===== config.mk =====
export PLATFORM = sky130hd
export DESIGN_NAME = hbs_ctrl
export DESIGN_NICKNAME = d
export VERILOG_FILES = /design/src/hw/rtl/hbs_pkg.sv /design/src/hw/rtl/hbs_ctrl.sv
export SDC_FILE = /design/constraint.sdc
export NUM_CORES = 1
export LEC_CHECK = 0
export BUFFER_PORTS_ARGS = -buffer_cell sky130_fd_sc_hd__buf_2
export CAP_MARGIN = 15
export CORE_AREA = 2 2 39 41
export DETAILED_ROUTE_END_ITERATION = 7
export DIE_AREA = 0 0 41 43
export GPL_ROUTABILITY_DRIVEN = 0
export PLACE_DENSITY = 0.54
export SLEW_MARGIN = 10
export SYNTH_ARGS = -nofsm -noshare
export SYNTH_HDL_FRONTEND = slang
export SYNTH_SLANG_ARGS = --single-unit
export TNS_END_PERCENT = 30

===== constraint.sdc =====
create_clock -name clk -period 1.3 [get_ports clk]
set_input_delay 0 -clock clk [delete_from_list [all_inputs] [get_ports clk]]
set_output_delay 0 -clock clk [all_outputs]
set_load 0.05 [all_outputs]

===== src/hw/rtl/hbs_pkg.sv =====
// ----------------------------------------------------------------------------
// hbs_pkg
// Shared types, constants and controller/datapath interface structs for the
// heightmap bilinear sampler.
// ----------------------------------------------------------------------------
package hbs_pkg;

  localparam int MAX_SIDE    = 128;
  localparam int SIDE_BITS   = 7;
  localparam int FRAC_BITS   = 8;
  localparam int HEIGHT_BITS = 16;
  localparam int ADDR_BITS   = 2 * SIDE_BITS;
  localparam int POS_BITS    = 16;
  localparam int WEIGHT_BITS = 2 * FRAC_BITS + 1;
  localparam int ACC_BITS    = HEIGHT_BITS + 2 * FRAC_BITS;
  localparam int GRID_BITS   = 8;
  localparam int CNT_BITS    = 3;

  localparam logic [GRID_BITS-1:0] GRID_RESET = 8'd128;
  localparam logic [GRID_BITS-1:0] GRID_MIN   = 8'd2;
  localparam logic [GRID_BITS-1:0] GRID_MAX   = 8'(MAX_SIDE);

  localparam logic [CNT_BITS-1:0] CNT_RD_LAST  = 3'd3;
  localparam logic [CNT_BITS-1:0] CNT_RUN_LAST = 3'd5;

  localparam logic OP_WRITE  = 1'b0;
  localparam logic OP_SAMPLE = 1'b1;

  localparam int REG_GRID_SIZE = 0;

  typedef struct packed {
    logic                          op;
    logic signed [POS_BITS-1:0]    pos_x;
    logic signed [POS_BITS-1:0]    pos_y;
    logic [SIDE_BITS-1:0]          write_row;
    logic [SIDE_BITS-1:0]          write_col;
    logic signed [HEIGHT_BITS-1:0] write_height;
  } in_item_t;

  typedef struct packed {
    logic signed [15:0] height;
    logic               in_range;
  } out_item_t;

  typedef enum logic [2:0] {
    S_IDLE = 3'b001,
    S_RUN  = 3'b010,
    S_DONE = 3'b100
  } state_t;

  typedef struct packed {
    logic       load;
    logic       mem_wr;
    logic       rd_en;
    logic [1:0] corner;
    logic       mul_en;
    logic       acc_en;
    logic       out_en;
  } cmd_t;

  typedef struct packed {
    logic in_range;
  } status_t;

endpackage


===== src/hw/rtl/hbs_ctrl.sv =====
// ----------------------------------------------------------------------------
// hbs_ctrl
// Sequencer: accepts transactions, steps the four corner reads and the
// multiply/accumulate pipeline, and issues the result strobe.
// ----------------------------------------------------------------------------
module hbs_ctrl (
  input  logic            clk,
  input  logic            rst_n,
  input  logic            start,
  input  logic            op,
  input  hbs_pkg::status_t status,
  output logic            busy,
  output hbs_pkg::cmd_t    cmd
);
  import hbs_pkg::*;

  state_t              state_r, state_nxt;
  logic [CNT_BITS-1:0] cnt_r, cnt_nxt;
  logic                accept;

  assign accept = start && (state_r == S_IDLE);
  assign busy   = (state_r != S_IDLE);

  always_comb begin
    state_nxt = state_r;
    cnt_nxt   = cnt_r;
    case (state_r)
      S_IDLE: begin
        cnt_nxt = '0;
        if (accept && (op == OP_SAMPLE)) begin
          state_nxt = S_RUN;
        end
      end
      S_RUN: begin
        cnt_nxt = cnt_r + 3'd1;
        if (!status.in_range || (cnt_r == CNT_RUN_LAST)) begin
          state_nxt = S_DONE;
        end
      end
      S_DONE: begin
        state_nxt = S_IDLE;
      end
      default: begin
        state_nxt = S_IDLE;
      end
    endcase
  end

  always_ff @(posedge clk) begin
    if (!rst_n) begin
      state_r <= S_IDLE;
      cnt_r   <= '0;
    end else begin
      state_r <= state_nxt;
      cnt_r   <= cnt_nxt;
    end
  end

  always_comb begin
    cmd        = '0;
    cmd.load   = accept && (op == OP_SAMPLE);
    cmd.mem_wr = accept && (op == OP_WRITE);
    cmd.corner = cnt_r[1:0];
    if (state_r == S_RUN) begin
      cmd.rd_en  = (cnt_r <= CNT_RD_LAST);
      cmd.mul_en = (cnt_r inside {[3'd1:3'd4]});
      cmd.acc_en = (cnt_r inside {[3'd2:CNT_RUN_LAST]});
    end
    cmd.out_en = (state_r == S_DONE);
  end

  a_load_runs: assert property (@(posedge clk) disable iff (!rst_n)
    cmd.load |=> (state_r == S_RUN) && (cnt_r == 3'd0))
    else $error("sample accept did not enter RUN");

  a_cnt_bound: assert property (@(posedge clk) disable iff (!rst_n)
    (state_r == S_RUN) |-> (cnt_r <= CNT_RUN_LAST))
    else $error("step counter overran");

  a_port_excl: assert property (@(posedge clk) disable iff (!rst_n)
    cmd.mem_wr |-> !cmd.rd_en && !cmd.acc_en)
    else $error("memory write collides with sample work");

endmodule


==> flow_metrics.env, run 1 <==
export IMPL_outcome="finished, violations left"
export IMPL_violations="negative setup slack"
export IMPL_cts_tree="yes"
export IMPL_synthXorXnorAreaFrac_pct=0
export IMPL_critPathCaptureType="output port"
export IMPL_cp_data_arrival_time_ns=1.35
export IMPL_finalSetupTns_ns=-0.09433
export IMPL_cts_buffers=3
export IMPL_rsz0062_at_grt="yes"
export IMPL_synth_seq_area_share_pct=27.12
export IMPL_ys_types=26
export IMPL_maxSlewHeadroom_pct=81.61
export IMPL_max_freq_mhz=742.4
export IMPL_critPathRequiredTime_ns=1.30
export IMPL_path_class="flop to output port"
export IMPL_min_delay_path_depth=3
export IMPL_cp_start_kind="flop"
export IMPL_slew_viol_final=0
export IMPL_clkTransAtPathRegs_ns=0.04
export IMPL_h_tree_depth=1
export IMPL_busiest_layer="met2"
export IMPL_nets=85
export IMPL_finalClockSkew_ns=0.003624
export IMPL_worst_slew_pin_slew_ns=0.2755
export IMPL_use_met2_pct=19.38
export IMPL_grt_max_degree=7
export IMPL_setup_ws_ns=-0.04707
export IMPL_cp_max_fo=5
export IMPL_synthCells=52
export IMPL_leakage_uw=0.0003205
export IMPL_overflow=0
export IMPL_cts_root_buffer="clkbuf_4"
export IMPL_initial_core_util_pct=32.01
export IMPL_detailedRoute_firstPassIterationCount=4
export IMPL_die_w_um=41
export IMPL_min_path_type="input pin to flop"
export IMPL_synthSimpleGateAreaFrac_pct=27.97
export IMPL_rows=14
export IMPL_gr_usage_met3_pct=3.141
export IMPL_vias_per_cell=4.700
export IMPL_synth_top_family_by_area="simple AND/OR/NAND/NOR gates"
export IMPL_ys_seq_elements=6
export IMPL_synth_adder_area_share_pct=11.30
export IMPL_ff2ff_path_depth=5
export IMPL_die_h_um=43
export IMPL_track_usage_pct=12.90
export IMPL_peakVddDrop_v=0.0003389
export IMPL_first_iter_violations=3
export IMPL_hold_viol_final=0
export IMPL_wire_per_inst_um=10.46
export IMPL_cts_buffer_depth=2
export IMPL_wl_um=941
export IMPL_grt_pass1_vias=383
export IMPL_setup_violations=3
export IMPL_whs_ns=0.09007
export IMPL_io_buffer_count=13
export IMPL_grt_pass1_wl_um=1531
export IMPL_yosysWarningCount=0
export IMPL_vias=423
export IMPL_diodes=0
export IMPL_synth_compound_area_share_pct=22.60
export IMPL_die_area_mm2=0.001763
export IMPL_synthesis_nets=61
export IMPL_detail_route_antenna_nets=0
export IMPL_period_share_pct=103.6
export IMPL_clkLatencyLatePin_ns=0.24
export IMPL_p_per_area_mw_per_mm2=664.4
export IMPL_synthMuxAreaShare_pct=0
export IMPL_antenna_found_initial=0
export IMPL_avgSynthCellArea_um2=8.518
export IMPL_grt_util_met1_pct=15.64
export IMPL_syn_to_final_growth_pct=49.44
export IMPL_drcViolationCount=0
export IMPL_layout_drive_gt1_share_pct=54.05
export IMPL_netlist_area_um2=442.9
export IMPL_final_core_util_pct=47.83
export IMPL_ioPinCount=14
export IMPL_hpwl_um=710.9
export IMPL_coreArea_mm2=0.001384
export IMPL_drv_cap=0
export IMPL_period_needed_ns=1.347
export IMPL_clock_sinks=6
-- final timing paths --
kind / end / start / slack (ns)
worst max-delay path: cmd[2] / state_r[0] / -0.05
worst min register to register: cnt_r[1] / cnt_r[1] / 0.51
worst max register to register: state_r[1] / cnt_r[1] / 0.09
worst min-delay path: state_r[2] / status / 0.09
-- critical path, stage by stage (launching register included) --
cell and delay (ns):
dfxtp_2 0.35, nor3b_4 0.30, o41ai_2 0.12, a21oi_1 0.13, buf_4 0.21
-- per-layer routing --
metal / up-vias / part of all wire, %
li1: 223 / -
met1: 190 / 44
met2: 8 / 51
met3: 2 / 3.9
met4: 0 / 0.64
met5: - / 0
-- layout make-up --
class	count	area, µm²
Clock buffer	3	22.52
Inverter	6	22.52
Multi-Input combinational cell	37	302.8
Tap cell	16	20.02
Sequential cell	6	131.4
Timing Repair Buffer	22	162.7
Fill cell	142	721.9
-- where the power goes --
| group | switching, µW | internal, µW | leakage [µW] |
|---|---|---|---|
| logic | 48.8 | 37.7 | 0.000256 |
| registers | 4.17 | 184 | 0.0000508 |
| clock network | 60.8 | 104 | 0.0000138 |
| total | 114 | 326 | 0.000321 |
-- flip-flops by register name (all words and copies together) (netlist names) --
signal / cells
cnt_r: 3
state_r: 3
-- synthesized netlist by cell type --
| library cell | count | area, µm² |
|---|---|---|
| a22oi_1 | 1 | 7.510 |
| a221oi_1 | 1 | 8.760 |
| nor2b_2 | 1 | 8.760 |
| buf_6 | 1 | 11.26 |
| o21ai_0 | 1 | 5.000 |
| ha_1 | 4 | 50.05 |
| and3_2 | 1 | 7.510 |
| nor2_1 | 5 | 18.77 |
| o21a_1 | 2 | 15.01 |
| a21boi_0 | 1 | 7.510 |
| nor3b_2 | 1 | 12.51 |
| and3_1 | 1 | 6.260 |
| dfxtp_1 | 6 | 120.1 |
| nand2_1 | 5 | 18.77 |
| nor2b_1 | 1 | 6.260 |
| and3_4 | 1 | 11.26 |
| a32oi_1 | 1 | 8.760 |
| a21boi_1 | 1 | 7.510 |
| o31ai_1 | 1 | 7.510 |
| nor3b_1 | 2 | 15.01 |
| o41ai_1 | 1 | 8.760 |
| a21o_2 | 1 | 8.760 |
| a21oi_1 | 3 | 15.01 |
| nor3b_4 | 1 | 18.77 |
| inv_1 | 6 | 22.52 |
| buf_4 | 2 | 15.01 |
-- cell families after synthesis --
family                   Yosys count
AND/OR/NAND/NOR                   19
flip-flops                         6
adder cells (fa/ha/maj)            4
AO/OA/AOI/OAI                     14
buffers and inverters              9
-- through the flow --
stage	power, µW	instance area, µm²	instances	setup slack [ns]
2_1_floorplan	247.1	447.9	52	-0.2588
3_3_place_gp	267.0	544.3	83	0.05783
3_5_place_dp	267.2	544.3	83	0.04098
4_1_cts	445.9	641.9	89	-0.05125
5_1_grt	465.9	661.9	90	-0.09839
6_report	439.8	661.9	90	-0.04707
-- cell usage in the layout, fill, tap and decap left out, drive strengths merged --
master,n
nor2b,2
and3,3
a22oi,1
clkbuf,3
nor2,5
o31ai,1
o41ai,1
inv,6
a21o,1
dlygate4sd3,1
nand2,5
dfxtp,6
buf,21
o21ai,1
a21boi,2
o21a,2
nor3b,4
ha,4
a221oi,1
a32oi,1
a21oi,3
-- what timing repair did --
action,in CTS,in global routing
setup buffers,2,1
pin swaps,2,1
resized for setup,17,5
hold buffers,1,0
endpoints found under the hold margin,1,0
endpoints found under the setup margin,5,6
(Power assumes the default switching activity.)
==> inputs of run 2 (changes only) <==
--- a/config.mk
+++ b/config.mk
@@ -8,10 +8,11 @@
 export BUFFER_PORTS_ARGS = -buffer_cell sky130_fd_sc_hd__buf_2
 export CAP_MARGIN = 15
 export CORE_AREA = 2 2 39 41
+export CTS_BUF_LIST = sky130_fd_sc_hd__clkbuf_8
 export DETAILED_ROUTE_END_ITERATION = 7
 export DIE_AREA = 0 0 41 43
 export GPL_ROUTABILITY_DRIVEN = 0
-export PLACE_DENSITY = 0.54
+export PLACE_DENSITY = 0.58
 export SLEW_MARGIN = 10
 export SYNTH_ARGS = -nofsm -noshare
 export SYNTH_HDL_FRONTEND = slang
==> constraint.sdc (replaced) <==
create_clock -name clk -period 1.23 [get_ports clk]
set_input_delay 0 -clock clk [delete_from_list [all_inputs] [get_ports clk]]
set_output_delay 0 -clock clk [all_outputs]
set_load 0.05 [all_outputs]
==> flow_metrics.env, run 2 (same netlist as run 1, synthesis figures left out) <==
export IMPL_outcome="finished, violations left"
export IMPL_violations="negative setup slack"
export IMPL_setup_ws_ns=-0.06911
export IMPL_cp_start_kind="flop"
export IMPL_finalClockSkew_ns=0.003609
export IMPL_first_iter_violations=9
export IMPL_drcViolationCount=0
export IMPL_grt_max_degree=8
export IMPL_cts_buffer_depth=2
export IMPL_peakVddDrop_v=0.0004640
export IMPL_p_switching_uw=147.1
export IMPL_p_int_uw=449.0
export IMPL_setup_violations=6
export IMPL_vias_per_cell=4.968
export IMPL_grt_pass1_vias=430
export IMPL_cts_tree="yes"
export IMPL_diodes=0
export IMPL_period_needed_ns=1.299
export IMPL_detail_route_antenna_nets=0
export IMPL_largestRegisters="cnt_r: 3 flops, state_r: 3 flops"
export IMPL_cp_top_family="flip-flops"
export IMPL_initial_core_util_pct=32.01
export IMPL_layout_common_cells="buf_4 (16), buf_2 (8), inv_1 (5), nand2_1 (5), nor2_1 (4)"
export IMPL_detailedRoute_firstPassIterationCount=3
export IMPL_track_usage_pct=14.67
export IMPL_nets=90
export IMPL_wire_per_inst_um=11.13
export IMPL_syn_to_final_growth_pct=62.43
export IMPL_die_h_um=43
export IMPL_multi_input_area_um2=304.0
export IMPL_cts_buffers=3
export IMPL_critPathCaptureType="output port"
export IMPL_coreArea_mm2=0.001384
export IMPL_finalSetupTns_ns=-0.3609
export IMPL_p_per_area_mw_per_mm2=828.6
export IMPL_clockPowerShare_pct=50.2
export IMPL_crit_slowest_cell="dfxtp_4"
export IMPL_drv_cap=0
export IMPL_switching_share_pct=24.68
export IMPL_maxSlewHeadroom_pct=83.57
export IMPL_io_buffer_count=13
export IMPL_cp_data_arrival_time_ns=1.30
export IMPL_hold_viol_final=0
export IMPL_min_path_type="input pin to flop"
export IMPL_regArea_um2=133.9
export IMPL_n_fill_cell=132
export IMPL_worst_slew_pin_slew_ns=0.2438
export IMPL_die_area_mm2=0.001763
export IMPL_rsz0062_at_grt="yes"
export IMPL_whs_ns=0.008766
export IMPL_rows=14
export IMPL_period_share_pct=105.6
export IMPL_die_w_um=41
export IMPL_final_common_cell="buf_4"
export IMPL_critPathRequiredTime_ns=1.23
export IMPL_crit_chain="inv_2 > ha_2 > o31ai_1 > a21oi_1 > buf_4"
export IMPL_final_core_util_pct=51.99
export IMPL_crit_buf_inv=2
export IMPL_hpwl_um=733.1
export IMPL_slew_viol_final=0
export IMPL_clock_sinks=6
export IMPL_cts_root_buffer="clkbuf_8"
export IMPL_path_class="flop to output port"
export IMPL_layout_drive_gt1_share_pct=59.49
export IMPL_p_comb_share_pct=16.5
export IMPL_max_freq_mhz=769.8
export IMPL_clkLatencyLatePin_ns=0.23
export IMPL_grt_pass1_wl_um=1711
export IMPL_clkTransAtPathRegs_ns=0.04
export IMPL_slowest_delay_ns=0.36
export IMPL_ioPinCount=14
export IMPL_cp_max_fo=5
export IMPL_h_tree_depth=1
export IMPL_antenna_found_initial=0
export IMPL_instances_no_fill=95
export IMPL_vias=472
export IMPL_overflow=0
export IMPL_leakage_uw=0.0003571
export IMPL_seqPwrFrac_pct=33.3
export IMPL_cts_hold_buf=0
export IMPL_dp_cells=86
export IMPL_wl_um=1057
[run 2: layout make-up]
cell class / count / area share, %
Multi-Input combinational cell: 37 / 42.26
Timing Repair Buffer: 27 / 27.48
Sequential cell: 6 / 18.61
Clock buffer: 3 / 5.739
Inverter: 6 / 3.130
Tap cell: 16 / 2.783
[run 2: per-layer routing]
metal	GRT usage [%]	vias to the layer above	share of wire (%)
met5	0	-	0
met1	15.48	226	42
met2	23.13	9	53
met4	12.00	0	2.0
met3	3.141	2	2.4
li1	-	235	-
[run 2: power groups by stage]
| stage | Sequential [µW] | Clock [µW] | Combinational [µW] |
|---|---|---|---|
| 2_1_floorplan | 205 | 0 | 55.8 |
| 3_3_place_gp | 207 | 0 | 74.4 |
| 3_5_place_dp | 207 | 0 | 75.0 |
| 4_1_cts | 199 | 305 | 89.0 |
| 5_1_grt | 199 | 312 | 104 |
| 6_report | 199 | 299 | 98.5 |
[run 2: worst paths after layout]
path / startpoint / to / slack [ns] / cells past startpoint
setup reg to reg: cnt_r[0] / cnt_r[2] / 0.02 / 5
setup / recovery: cnt_r[1] / cmd[1] / -0.07 / 5
hold / removal: rst_n / state_r[0] / 0.009 / 2
hold reg to reg: cnt_r[2] / cnt_r[2] / 0.62 / 3
[run 2: repair_timing]
item | in CTS | in global routing
buffers inserted | 4 | 2
hold endpoints to repair | 0 | 0
endpoints found under the setup margin | 7 | 9
pin swaps | 2 | 1
resized for setup | 19 | 5
[run 2: stage by stage]
stage / power, µW / instance area (µm²) / setup slack [ns]
after floorplan: 261.1 / 447.9 / -0.3288
after global routing: 615.3 / 719.4 / -0.1791
final: 596.1 / 719.4 / -0.06911
after global placement: 281.4 / 566.8 / 0.01626
after CTS: 593.6 / 688.2 / -0.08600
after detailed placement: 282.0 / 566.8 / -0.01982
==> inputs of run 3 (changes only) <==
--- a/config.mk
+++ b/config.mk
@@ -5,6 +5,7 @@
 export SDC_FILE = /design/constraint.sdc
 export NUM_CORES = 1
 export LEC_CHECK = 0
+export ABC_AREA = 1
 export BUFFER_PORTS_ARGS = -buffer_cell sky130_fd_sc_hd__buf_2
 export CAP_MARGIN = 15
 export CORE_AREA = 2 2 39 41
@@ -12,7 +13,7 @@
 export DETAILED_ROUTE_END_ITERATION = 7
 export DIE_AREA = 0 0 41 43
 export GPL_ROUTABILITY_DRIVEN = 0
-export PLACE_DENSITY = 0.58
+export PLACE_DENSITY = 0.54
 export SLEW_MARGIN = 10
 export SYNTH_ARGS = -nofsm -noshare
 export SYNTH_HDL_FRONTEND = slang
==> constraint.sdc (replaced) <==
create_clock -name clk -period 1.23 [get_ports clk]
set_input_delay 0 -clock clk [delete_from_list [all_inputs] [get_ports clk]]
set_output_delay 0 -clock clk [all_outputs]
set_load 0.005 [all_outputs]
==> flow_metrics.env, run 3 <==
export IMPL_outcome="completed"
export IMPL_synth_adder_area_share_pct=12.66
export IMPL_ys_seq_elements=6
export IMPL_cp_start_kind="flop"
export IMPL_p_switching_uw=124.4
export IMPL_grt_max_degree=7
export IMPL_crit_path_start="cnt_r[0]"
export IMPL_reg2reg_to="cnt_r[2]"
export IMPL_detailedRoute_firstPassIterationCount=3
export IMPL_crit_chain="ha_2 > ha_1 > o21a_1 > buf_2"
export IMPL_vias_per_cell=4.539
export IMPL_drv_cap=0
export IMPL_drcViolationCount=0
export IMPL_antenna_found_initial=0
export IMPL_cts_buffer_depth=2
export IMPL_finalSetupTns_ns=0
export IMPL_synthesis_nets=66
export IMPL_io_buffer_count=13
export IMPL_clkLatencyLatePin_ns=0.22
export IMPL_dp_cells=86
export IMPL_grt_pass1_vias=356
export IMPL_slowest_delay_ns=0.35
export IMPL_cts_hold_buf=0
export IMPL_synth_top_family_by_area="simple AND/OR/NAND/NOR gates"
export IMPL_cts_tree="yes"
export IMPL_n_fill_cell=165
export IMPL_h_tree_depth=1
export IMPL_p_int_uw=437.8
export IMPL_clock_sinks=6
export IMPL_worst_slew_pin_slew_ns=0.1975
export IMPL_switching_share_pct=22.13
export IMPL_p_comb_share_pct=11.2
export IMPL_synthSimpleGateAreaFrac_pct=25.63
export IMPL_dpl_cell_area_um2=480.5
export IMPL_period_share_pct=97.85
export IMPL_worstReg2RegStart="cnt_r[0]"
export IMPL_ff2ff_path_depth=5
export IMPL_track_usage_pct=13.08
export IMPL_overflow=0
export IMPL_setup_violations=0
export IMPL_grt_pass1_wl_um=1497
export IMPL_coreArea_mm2=0.001384
export IMPL_avgSynthCellArea_um2=6.936
export IMPL_synth_top_area_share_pct=30.38
export IMPL_ys_flop_type="dfxtp_1"
export IMPL_ys_types=18
export IMPL_synth_compound_area_share_pct=17.09
export IMPL_yosys_top_cells_count="inv_1 (9), nand2_1 (8), dfxtp_1 (6)"
export IMPL_clkTransAtPathRegs_ns=0.04
export IMPL_initial_core_util_pct=28.57
export IMPL_maxSlewHeadroom_pct=86.80
export IMPL_rsz0062_at_grt="yes"
export IMPL_p_per_area_mw_per_mm2=1038
export IMPL_first_iter_violations=1
export IMPL_instances_no_fill=89
export IMPL_wire_per_inst_um=9.876
export IMPL_synthMuxAreaShare_pct=0
export IMPL_finalClockSkew_ns=0.004032
export IMPL_critPathRequiredTime_ns=1.23
export IMPL_final_common_cell="buf_2"
export IMPL_setup_worst_path_end="cmd[5]"
export IMPL_detail_route_antenna_nets=0
export IMPL_async_flop_share_pct=0
export IMPL_layout_common_cells="buf_2 (13), inv_1 (9), nand2_1 (8)"
export IMPL_hold_viol_final=0
export IMPL_vias=404
export IMPL_ioPinCount=14
export IMPL_die_w_um=41
export IMPL_path_class="flop to output port"
export IMPL_layout_drive_gt1_share_pct=36.99
export IMPL_cp_data_arrival_time_ns=1.20
export IMPL_hpwl_um=715.5
export IMPL_cts_root_buffer="clkbuf_8"
export IMPL_synth_area_leaders="dfxtp_1 (30%), ha_1 (13%), inv_1 (8.5%)"
export IMPL_period_needed_ns=1.204
export IMPL_synth_seq_area_share_pct=30.38
export IMPL_rows=14
export IMPL_crit_slowest_cell="dfxtp_4"
export IMPL_nets=84
export IMPL_synth_largest_area_cell="dfxtp_1"
export IMPL_yosysMostFrequentCell="inv_1"
export IMPL_min_path_type="input pin to flop"
export IMPL_cts_buffers=3
export IMPL_seqPwrFrac_pct=37.3
export IMPL_syn_to_final_growth_pct=37.03
export IMPL_peakVddDrop_v=0.0008685
export IMPL_cp_max_fo=6
export IMPL_die_area_mm2=0.001763
export IMPL_wl_um=879
export IMPL_largestRegisters="cnt_r: 3 flops, state_r: 3 flops"
export IMPL_diodes=0
export IMPL_max_freq_mhz=830.9
export IMPL_synthXorXnorAreaFrac_pct=0
export IMPL_yosysWarningCount=0
export IMPL_clockPowerShare_pct=51.5
export IMPL_synth_edff_count=0
export IMPL_slew_viol_final=0
export IMPL_die_h_um=43
export IMPL_netlist_area_um2=395.4
export IMPL_r2r_slack_ns=0.18
export IMPL_postLayoutCellArea_um2=541.8
export IMPL_synthCells=57
export IMPL_critPathCaptureType="output port"
export IMPL_leakage_uw=0.0002774
## run 3: cell types whose count changed after synthesis, sizes merged, moves of 3 or more
cell | before | now
nor3 | 0 | 4
nand2 | 5 | 8
o21ai | 1 | 5
nand3 | 0 | 3
nor3b | 4 | 0
and3 | 3 | 0
inv | 6 | 11
## run 3: how the worst min path moves through the flow
stage / endpoint / slack [ns] / startpoint / cells past startpoint
finish: state_r[0] / 0.02 / rst_n / 2
floorplan: cmd[6] / 0.03 / op / 1
CTS: state_r[0] / 0.01 / rst_n / 2
global placement: state_r[0] / 0.24 / rst_n / 2
global route: state_r[0] / 0.03 / rst_n / 2
detailed placement: state_r[0] / 0.24 / rst_n / 2
## run 3: cell families (layout without fill, tap and decap cells)
group,Yosys count,after routing
flops,6,6
buf+inv,13,29
compound gates,12,12
simple gates,22,22
fa+ha+maj,4,4
## run 3: worst max-delay path: cells and delay by family, from the launching register on
family / cells / cell delay [ns]
AOI/OAI and AO/OA: 1 / 0.17
DFF: 1 / 0.35
buffers and inverters: 1 / 0.12
adders and majority gates: 2 / 0.35
## run 3: final cells by class
type	count	area, µm²	share of cell area, %
clock buffer	3	41.29	7.621
inverter	11	41.29	7.621
timing repair buffer	15	80.08	14.78
multi-input combinational	38	234.0	43.19
sequential	6	125.1	23.09
tap	16	20.02	3.695
## run 3: what timing repair did
action | 4_1_cts | 5_1_grt
endpoints found under the setup margin | 2 | 4
buffers inserted | 0 | 0
resized for setup | 3 | 5
gates cloned | 0 | 0
## run 3: power by group through the flow
stage          logic [µW]  clock network (µW)  registers [µW]
2_1_floorplan        37.5                   0             211
3_3_place_gp         61.7                   0             212
3_5_place_dp         61.6                   0             213
4_1_cts              61.7                 298             208
5_1_grt              71.4                 320             211
6_report             62.7                 290             210
## run 3: stage by stage
step / setup slack, ns / hold slack, ns / power [µW] / utilization (%)
after floorplan: 0.1090 / 0.03420 / 248.4 / -
after global placement: 0.1290 / 0.2398 / 273.8 / 34.72
after detailed placement: 0.1033 / 0.2410 / 274.1 / 34.72
after CTS: 0.003536 / 0.009775 / 567.6 / 38.16
after global routing: -0.03767 / 0.02534 / 602.5 / 39.15
final: 0.02649 / 0.01515 / 562.3 / 39.15
## run 3: per-layer routing
layer  GRT usage [%]  wire [µm]
met1           18.12        417
met4           4.000          0
met3           9.424         61
met2           15.63        399
met5               0          0
